===== src/rtl/rsa_modular_exponentiation_top_defines.svh =====
// assertion macros for the modular exponentiation block
`ifndef RSA_MODULAR_EXPONENTIATION_TOP_DEFINES_SVH
`define RSA_MODULAR_EXPONENTIATION_TOP_DEFINES_SVH

// same-cycle implication, disabled during reset
`define RME_ASSERT_NOW(lbl, clk, rst_n, ante, cons, msg) \
    lbl: assert property (@(posedge clk) disable iff (!rst_n) (ante) |-> (cons)) \
        else $error(msg);

// next-cycle implication, disabled during reset
`define RME_ASSERT_NEXT(lbl, clk, rst_n, ante, cons, msg) \
    lbl: assert property (@(posedge clk) disable iff (!rst_n) (ante) |=> (cons)) \
        else $error(msg);

`endif


===== src/rtl/rsa_me_pkg.sv =====
// shared types, constants and command codes of the modular exponentiation block
`timescale 1ns / 1ps

package rsa_me_pkg;

    localparam int VALUE_WIDTH   = 16;
    localparam int PROD_WIDTH    = 2 * VALUE_WIDTH;
    localparam int CNT_WIDTH     = $clog2(PROD_WIDTH);
    localparam int CFG_IDX_WIDTH = 2;
    localparam int CMD_WIDTH     = 4;

    typedef logic [VALUE_WIDTH-1:0]   t_word;
    typedef logic [PROD_WIDTH-1:0]    t_prod;
    typedef logic [CNT_WIDTH-1:0]     t_cnt;
    typedef logic [CFG_IDX_WIDTH-1:0] t_cfg_idx;
    typedef logic [CMD_WIDTH-1:0]     t_cmd;

    localparam t_cfg_idx CFG_PUB_EXP  = 2'd0;
    localparam t_cfg_idx CFG_PRIV_EXP = 2'd1;
    localparam t_cfg_idx CFG_MODULUS  = 2'd2;

    localparam t_word PUB_EXP_RESET  = t_word'(5);
    localparam t_word PRIV_EXP_RESET = t_word'(173);
    localparam t_word MODULUS_RESET  = t_word'(323);

    localparam t_cmd CMD_NONE        = 4'd0;
    localparam t_cmd CMD_LOAD        = 4'd1;
    localparam t_cmd CMD_MUL_ACC     = 4'd2;
    localparam t_cmd CMD_MUL_SQ      = 4'd3;
    localparam t_cmd CMD_REDUCE      = 4'd4;
    localparam t_cmd CMD_WR_SQ       = 4'd5;
    localparam t_cmd CMD_WR_SQ_SHIFT = 4'd6;
    localparam t_cmd CMD_WR_ACC      = 4'd7;
    localparam t_cmd CMD_WR_OUT      = 4'd8;

    typedef struct packed {
        logic exp_zero;
        logic exp_lsb;
        logic red_last;
    } t_status;

endpackage


===== src/rtl/rsa_me_ctrl.sv =====
// controller state machine: sequences square-and-multiply and the handshakes
`timescale 1ns / 1ps

module rsa_me_ctrl (
    input  logic                i_clk,
    input  logic                i_rst_n,
    input  logic                i_in_valid,
    output logic                o_in_stall,
    output logic                o_out_valid,
    input  logic                i_out_stall,
    input  rsa_me_pkg::t_status i_status,
    output rsa_me_pkg::t_cmd    o_cmd
);

    localparam logic [2:0] S_IDLE   = 3'd0;
    localparam logic [2:0] S_RED    = 3'd1;
    localparam logic [2:0] S_WRITE  = 3'd2;
    localparam logic [2:0] S_DECIDE = 3'd3;
    localparam logic [2:0] S_MULSQ  = 3'd4;
    localparam logic [2:0] S_DONE   = 3'd5;

    localparam logic [1:0] TGT_BASE = 2'd0;
    localparam logic [1:0] TGT_ACC  = 2'd1;
    localparam logic [1:0] TGT_SQ   = 2'd2;

    logic [2:0] r_state, n_state;
    logic [1:0] r_tgt, n_tgt;
    logic       r_out_valid, n_out_valid;
    rsa_me_pkg::t_cmd cmd;

    always_comb begin
        n_state     = r_state;
        n_tgt       = r_tgt;
        n_out_valid = r_out_valid && i_out_stall;
        cmd         = rsa_me_pkg::CMD_NONE;
        case (r_state)
            S_IDLE: begin
                if (i_in_valid) begin
                    cmd     = rsa_me_pkg::CMD_LOAD;
                    n_tgt   = TGT_BASE;
                    n_state = S_RED;
                end
            end
            S_RED: begin
                cmd = rsa_me_pkg::CMD_REDUCE;
                if (i_status.red_last) begin
                    n_state = S_WRITE;
                end
            end
            S_WRITE: begin
                case (r_tgt)
                    TGT_BASE: begin
                        cmd     = rsa_me_pkg::CMD_WR_SQ;
                        n_state = S_DECIDE;
                    end
                    TGT_ACC: begin
                        cmd     = rsa_me_pkg::CMD_WR_ACC;
                        n_state = S_MULSQ;
                    end
                    default: begin
                        cmd     = rsa_me_pkg::CMD_WR_SQ_SHIFT;
                        n_state = S_DECIDE;
                    end
                endcase
            end
            S_DECIDE: begin
                if (i_status.exp_zero) begin
                    n_state = S_DONE;
                end else if (i_status.exp_lsb) begin
                    cmd     = rsa_me_pkg::CMD_MUL_ACC;
                    n_tgt   = TGT_ACC;
                    n_state = S_RED;
                end else begin
                    cmd     = rsa_me_pkg::CMD_MUL_SQ;
                    n_tgt   = TGT_SQ;
                    n_state = S_RED;
                end
            end
            S_MULSQ: begin
                cmd     = rsa_me_pkg::CMD_MUL_SQ;
                n_tgt   = TGT_SQ;
                n_state = S_RED;
            end
            S_DONE: begin
                if (!r_out_valid || !i_out_stall) begin
                    cmd         = rsa_me_pkg::CMD_WR_OUT;
                    n_out_valid = 1'b1;
                    n_state     = S_IDLE;
                end
            end
            default: begin
                n_state = S_IDLE;
            end
        endcase
    end

    always_ff @(posedge i_clk) begin
        if (!i_rst_n) begin
            r_state     <= S_IDLE;
            r_tgt       <= TGT_BASE;
            r_out_valid <= 1'b0;
        end else begin
            r_state     <= n_state;
            r_tgt       <= n_tgt;
            r_out_valid <= n_out_valid;
        end
    end

    assign o_in_stall  = (r_state != S_IDLE);
    assign o_out_valid = r_out_valid;
    assign o_cmd       = cmd;

endmodule


===== src/rtl/rsa_me_dp.sv =====
// datapath: key registers, multiplier, bit-serial modular reducer, result register
`timescale 1ns / 1ps

module rsa_me_dp (
    input  logic                   i_clk,
    input  logic                   i_rst_n,
    input  logic                   i_cfg_we,
    input  rsa_me_pkg::t_cfg_idx   i_cfg_index,
    input  rsa_me_pkg::t_word      i_cfg_data,
    input  rsa_me_pkg::t_word      i_value,
    input  logic                   i_opcode,
    input  logic                   i_last_in,
    input  rsa_me_pkg::t_cmd       i_cmd,
    output rsa_me_pkg::t_status    o_status,
    output rsa_me_pkg::t_word      o_result_value,
    output logic                   o_last_out
);

    localparam int W = rsa_me_pkg::VALUE_WIDTH;

    rsa_me_pkg::t_word r_pub_exp, r_priv_exp, r_mod;
    rsa_me_pkg::t_word r_acc, r_sq, r_exp, r_rem;
    rsa_me_pkg::t_prod r_prod;
    rsa_me_pkg::t_cnt  r_cnt;
    logic              r_last;
    rsa_me_pkg::t_word r_out_value;
    logic              r_out_last;

    logic [W:0]        shifted;
    logic [W:0]        trial;
    rsa_me_pkg::t_word rem_next;
    logic              mod_lt2;

    always_ff @(posedge i_clk) begin
        if (!i_rst_n) begin
            r_pub_exp  <= rsa_me_pkg::PUB_EXP_RESET;
            r_priv_exp <= rsa_me_pkg::PRIV_EXP_RESET;
            r_mod      <= rsa_me_pkg::MODULUS_RESET;
        end else if (i_cfg_we) begin
            case (i_cfg_index)
                rsa_me_pkg::CFG_PUB_EXP:  r_pub_exp  <= i_cfg_data;
                rsa_me_pkg::CFG_PRIV_EXP: r_priv_exp <= i_cfg_data;
                rsa_me_pkg::CFG_MODULUS:  r_mod      <= i_cfg_data;
                default: begin
                end
            endcase
        end
    end

    // one restoring step: remainder stays below the modulus
    always_comb begin
        shifted  = {r_rem, r_prod[rsa_me_pkg::PROD_WIDTH-1]};
        trial    = shifted - {1'b0, r_mod};
        rem_next = (shifted >= {1'b0, r_mod}) ? trial[W-1:0] : shifted[W-1:0];
    end

    always_ff @(posedge i_clk) begin
        case (i_cmd)
            rsa_me_pkg::CMD_LOAD: begin
                r_exp  <= i_opcode ? r_priv_exp : r_pub_exp;
                r_prod <= rsa_me_pkg::t_prod'(i_value);
                r_acc  <= rsa_me_pkg::t_word'(1);
                r_last <= i_last_in;
                r_rem  <= '0;
                r_cnt  <= '0;
            end
            rsa_me_pkg::CMD_MUL_ACC: begin
                r_prod <= rsa_me_pkg::t_prod'(r_acc) * rsa_me_pkg::t_prod'(r_sq);
                r_rem  <= '0;
                r_cnt  <= '0;
            end
            rsa_me_pkg::CMD_MUL_SQ: begin
                r_prod <= rsa_me_pkg::t_prod'(r_sq) * rsa_me_pkg::t_prod'(r_sq);
                r_rem  <= '0;
                r_cnt  <= '0;
            end
            rsa_me_pkg::CMD_REDUCE: begin
                r_rem  <= rem_next;
                r_prod <= {r_prod[rsa_me_pkg::PROD_WIDTH-2:0], 1'b0};
                r_cnt  <= r_cnt + rsa_me_pkg::t_cnt'(1);
            end
            rsa_me_pkg::CMD_WR_SQ: begin
                r_sq <= r_rem;
            end
            rsa_me_pkg::CMD_WR_SQ_SHIFT: begin
                r_sq  <= r_rem;
                r_exp <= {1'b0, r_exp[W-1:1]};
            end
            rsa_me_pkg::CMD_WR_ACC: begin
                r_acc <= r_rem;
            end
            rsa_me_pkg::CMD_WR_OUT: begin
                r_out_value <= mod_lt2 ? '0 : r_acc;
                r_out_last  <= r_last;
            end
            default: begin
            end
        endcase
    end

    assign mod_lt2 = (r_mod[W-1:1] == '0);

    assign o_status.exp_zero = (r_exp == '0);
    assign o_status.exp_lsb  = r_exp[0];
    assign o_status.red_last =
        (r_cnt == rsa_me_pkg::t_cnt'(rsa_me_pkg::PROD_WIDTH - 1));

    assign o_result_value = r_out_value;
    assign o_last_out     = r_out_last;

endmodule


===== src/rtl/rsa_modular_exponentiation_top.sv =====
// top level of the modular exponentiation block: controller, datapath, assertions
//
//  channel   direction  handshake                 payload
//  in        input      i_in_valid / o_in_stall   i_value, i_opcode, i_last_in
//  out       output     o_out_valid / i_out_stall o_result_value, o_last_out
//  cfg       input      i_cfg_we                  i_cfg_index, i_cfg_data
//
// one item at a time; each modular product is a multiply, 2*VALUE_WIDTH
// reduction steps in the bit-serial reducer and a write back
// reset is synchronous, active low; key registers reset to 5, 173 and 323
// a new item is taken while the previous result still waits in the output register
// a stalled result holds the engine in its final state until the output is taken
`timescale 1ns / 1ps
`include "rsa_modular_exponentiation_top_defines.svh"

module rsa_modular_exponentiation_top (
    input  logic                  i_clk,
    input  logic                  i_rst_n,
    input  logic                  i_cfg_we,
    input  rsa_me_pkg::t_cfg_idx  i_cfg_index,
    input  rsa_me_pkg::t_word     i_cfg_data,
    input  logic                  i_in_valid,
    output logic                  o_in_stall,
    input  rsa_me_pkg::t_word     i_value,
    input  logic                  i_opcode,
    input  logic                  i_last_in,
    output logic                  o_out_valid,
    input  logic                  i_out_stall,
    output rsa_me_pkg::t_word     o_result_value,
    output logic                  o_last_out
);

    rsa_me_pkg::t_cmd    cmd;
    rsa_me_pkg::t_status status;

    rsa_me_ctrl u_ctrl (
        .i_clk       (i_clk),
        .i_rst_n     (i_rst_n),
        .i_in_valid  (i_in_valid),
        .o_in_stall  (o_in_stall),
        .o_out_valid (o_out_valid),
        .i_out_stall (i_out_stall),
        .i_status    (status),
        .o_cmd       (cmd)
    );

    rsa_me_dp u_dp (
        .i_clk          (i_clk),
        .i_rst_n        (i_rst_n),
        .i_cfg_we       (i_cfg_we),
        .i_cfg_index    (i_cfg_index),
        .i_cfg_data     (i_cfg_data),
        .i_value        (i_value),
        .i_opcode       (i_opcode),
        .i_last_in      (i_last_in),
        .i_cmd          (cmd),
        .o_status       (status),
        .o_result_value (o_result_value),
        .o_last_out     (o_last_out)
    );

    // an accepted item keeps the engine busy for at least the reduction
    `RME_ASSERT_NEXT(a_busy_after_accept, i_clk, i_rst_n, i_in_valid && !o_in_stall, o_in_stall, "engine not busy after item accepted")
    // a new result appears only at the end of an item's work
    `RME_ASSERT_NOW(a_result_from_busy, i_clk, i_rst_n, $rose(o_out_valid), $past(o_in_stall), "result raised without work in progress")

endmodule


===== config.mk =====
export PLATFORM = sky130hd
export DESIGN_NAME = rsa_modular_exponentiation_top
export DESIGN_NICKNAME = d
export VERILOG_FILES = /design/src/rtl/rsa_me_pkg.sv /design/src/rtl/rsa_me_ctrl.sv /design/src/rtl/rsa_me_dp.sv /design/src/rtl/rsa_modular_exponentiation_top.sv
export VERILOG_INCLUDE_DIRS = /design/src /design/src/rtl
export SDC_FILE = /design/constraint.sdc
export NUM_CORES = 1
export LEC_CHECK = 0
export ABC_AREA = 1
export BUFFER_PORTS_ARGS = -buffer_cell sky130_fd_sc_hd__buf_2
export CAP_MARGIN = 20
export CORE_UTILIZATION = 50
export CTS_CLUSTER_DIAMETER = 40
export DETAILED_ROUTE_END_ITERATION = 10
export PLACE_DENSITY = 0.73
export SLEW_MARGIN = 10
export SYNTH_ARGS = -nofsm -noshare
export SYNTH_HDL_FRONTEND = slang
export SYNTH_SLANG_ARGS = --single-unit

===== constraint.sdc =====
create_clock -name i_clk -period 6.5 [get_ports i_clk]
set_input_delay 0.65 -clock i_clk [delete_from_list [all_inputs] [get_ports i_clk]]
set_output_delay 0.65 -clock i_clk [all_outputs]
set_load 0.01 [all_outputs]

==> flow_summary.toml <==
[clock_network]
clockBufferDepth = 2
numCtsBuffers = 17
tritoncts = "built"
clkTransAtPathRegs_ps = 90
htree_num_levels = 4
post_cts_buffers = 0
cts_sinks = 173
ctsHoldBuffers = 0
clockRootBuffer = "clkbuf_16"
clk_latency_ps = 470
cts_resized = 0

[final_layout]
layout-drive-gt1-share_pct = 5.778
syn_to_final_growth_pct = 7.403
finalNetCount = 4051
ff_latch_area_mm2 = 0.004654
fillers = 4822
multi_input_area_mm2 = 0.01702

[yosys]
synth_seq_area_share_pct = 18.15
yosysTopAreaCellShare_pct = 27.88
synth_fp_nets = 4039
synth_top_cell_by_area = "fa_1"
synth-seq-cells = 173
synthesis.area_mm2 = 0.02564
synth_area_leaders = "fa_1 (28%), edfxtp_1 (14%), nand2_1 (14%)"
ys_types = 41
synth_area_per_cell_um2 = 7.499
yosys_warnings = 0
netlist_instances = 3419

[hold_path]
hold_class = "input pin to flop"

[sta]
final-setup-viol-count = 0
finalHoldViolations = 0
tns_ps = 0
timing.final.crit_share_pct = 92.99
drv_slew = 0
fmax_mhz = 165.4
rsz0062_at_grt = "false"
clock_skew_ps = 15.93
holdWs_ps = 350.7
tightest_slew_ps = 1044
fin_ws_ps = 455.6
relSlewSlack_pct = 30.32
period_needed_ps = 6044

[global_route]
grt_antenna_before_repair = 3
grt_util_all_layers_pct = 26.48
overflow = 0
grt_pass1_vias = 20932
grt_max_degree = 52
grt_pass1_wl_um = 108600

[setup_path]
worstPathRequired_ps = 6720
critPathMaxFanout = 13
cpPeakStageDelay_ps = 810
start_kind = "flop"
cp_top_family = "adder cells"
cp_num_buf_inv = 4
cpMaxStageDelayCell = "edfxtp_1"
crit_arrival_ps = 6260
crit_top_cell = "fa_1"
worstSetupPathType = "flop to flop"
path_cells = "nand2_1, fa_1, inv_1, fa_1, fa_1, fa_1, fa_1, inv_1, fa_1, inv_1, ha_1, nand2_1, nor2_1, inv_1, nor2_1, and2_1, nand2_1, nand2_1, nand2_1, nand3_1, nand3_1"
end_kind = "flop"

[placed_design]
dp_slack_ps = 518.9
dp_hpwl_um = 54440
place.gp.congestion = 0.9954
numPortBuffers = 59

[die]
ios = 60
start_util_pct = 50.89
core_mm2 = 0.05038
dieWidth_um = 228.4
die_area_mm2 = 0.05219
die_h_um = 228.4
rows = 82

[routing]
drc = 0
drtAntennaViolNets = 0
via_per_inst = 5.101
drt-pass1-iter-count = 6
wire_per_inst_um = 16.28
vias = 21004
dr.first_iter.drc_count = 1507
routed_wl_um = 67040

[run_status]
outcome = "finished clean"

[job]
cap_violations = 0
[routing by layer]
metal / track usage, % / vias to the layer above / wire length [um]
met5: 0 / - / 14
met4: 8.326 / 2 / 1694
met3: 4.641 / 120 / 4893
met2: 44.08 / 650 / 31910
met1: 35.06 / 10084 / 28520
li1: - / 10148 / -
[layout by cell type (no fill, tap or decap), types with 42 or more instances in the layout]
| cell | n |
|---|---|
| a21oi_1 | 83 |
| buf_2 | 59 |
| nand3_1 | 154 |
| buf_4 | 44 |
| nand2_1 | 926 |
| ha_1 | 222 |
| edfxtp_1 | 119 |
| fa_1 | 357 |
| nand4_1 | 42 |
| inv_1 | 925 |
| o21ai_0 | 70 |
| nor2_1 | 190 |
| dfxtp_1 | 54 |
[cell usage after synthesis, drive strengths merged]
cell type  count
a211oi         1
a21boi         2
a21o           2
a21oi         94
a22oi          1
a31o           1
and2           6
buf           18
clkbuf       104
clkinv         1
dfxtp         54
edfxtp       119
fa           357
ha           222
inv          929
nand2        932
nand3        156
nand3b        13
nand4         42
nor2         196
nor3          13
nor3b          1
nor4           2
o211ai        23
o21a           2
o21ai         77
o21bai         6
or2           20
xnor2         12
xor2          13
[cell families after synthesis]
kind of cell	count (synthesis)	synth area share [%]
and+or+nand+nor	1381	22.12
adders and majority gates	579	38.71
xor gates and xnor gates	25	0.8540
DFF	173	18.15
buffers and inverters	1052	15.56
AOI/OAI and AO/OA	209	4.602
[per-stage QoR]
step	cell area (um^2)	util [%]	std cells
floorplan	25640	-	3419
global placement	26850	53.30	4083
detailed placement	26850	53.30	4083
CTS	27520	54.62	4115
global route	27530	54.65	4116
finish	27540	54.66	4118
[path summary, 6_finish.rpt]
path / from / end / slack (ps) / cells past startpoint
max reg2reg: u_dp.r_sq[6]$_DFFE_PP_ / u_dp.r_prod[29]$_DFFE_PP_ / 460 / 21
max: u_dp.r_sq[6]$_DFFE_PP_ / u_dp.r_prod[29]$_DFFE_PP_ / 460 / 21
min: i_last_in / u_dp.r_last$_DFFE_PP_ / 350 / 1
min reg2reg: u_dp.r_pub_exp[15]$_SDFFE_PN0P_ / u_dp.r_pub_exp[15]$_SDFFE_PN0P_ / 450 / 2
[state kept, by name, summed over array words and instances, names as in the netlist]
register and flops:
u_dp.r_sq 16, u_dp.o_last_out 1, u_ctrl.r_state 3, u_dp.r_pub_exp 16, u_dp.r_priv_exp 16, u_dp.r_rem 16, u_dp.r_acc 16, u_ctrl.o_out_valid 1
u_ctrl.r_tgt 2, u_dp.r_mod 16, u_dp.r_exp 16, u_dp.r_last 1, u_dp.o_result_value 16, u_dp.r_cnt 5, u_dp.r_prod 32
[area by class of cell]
class / instances / share of cell area, %
Tap cell: 672 / 3.053
Inverter: 930 / 12.68
Clock inverter: 15 / 0.8724
Clock buffer: 17 / 1.545
Timing Repair Buffer: 115 / 3.126
Antenna cell: 2 / 0.01818
Multi-Input combinational cell: 2194 / 61.80
Sequential cell: 173 / 16.90
Power is left out: the tool's default activity adds up to more than one toggle a clock period on the data nets, which glitch-free logic cannot reach.
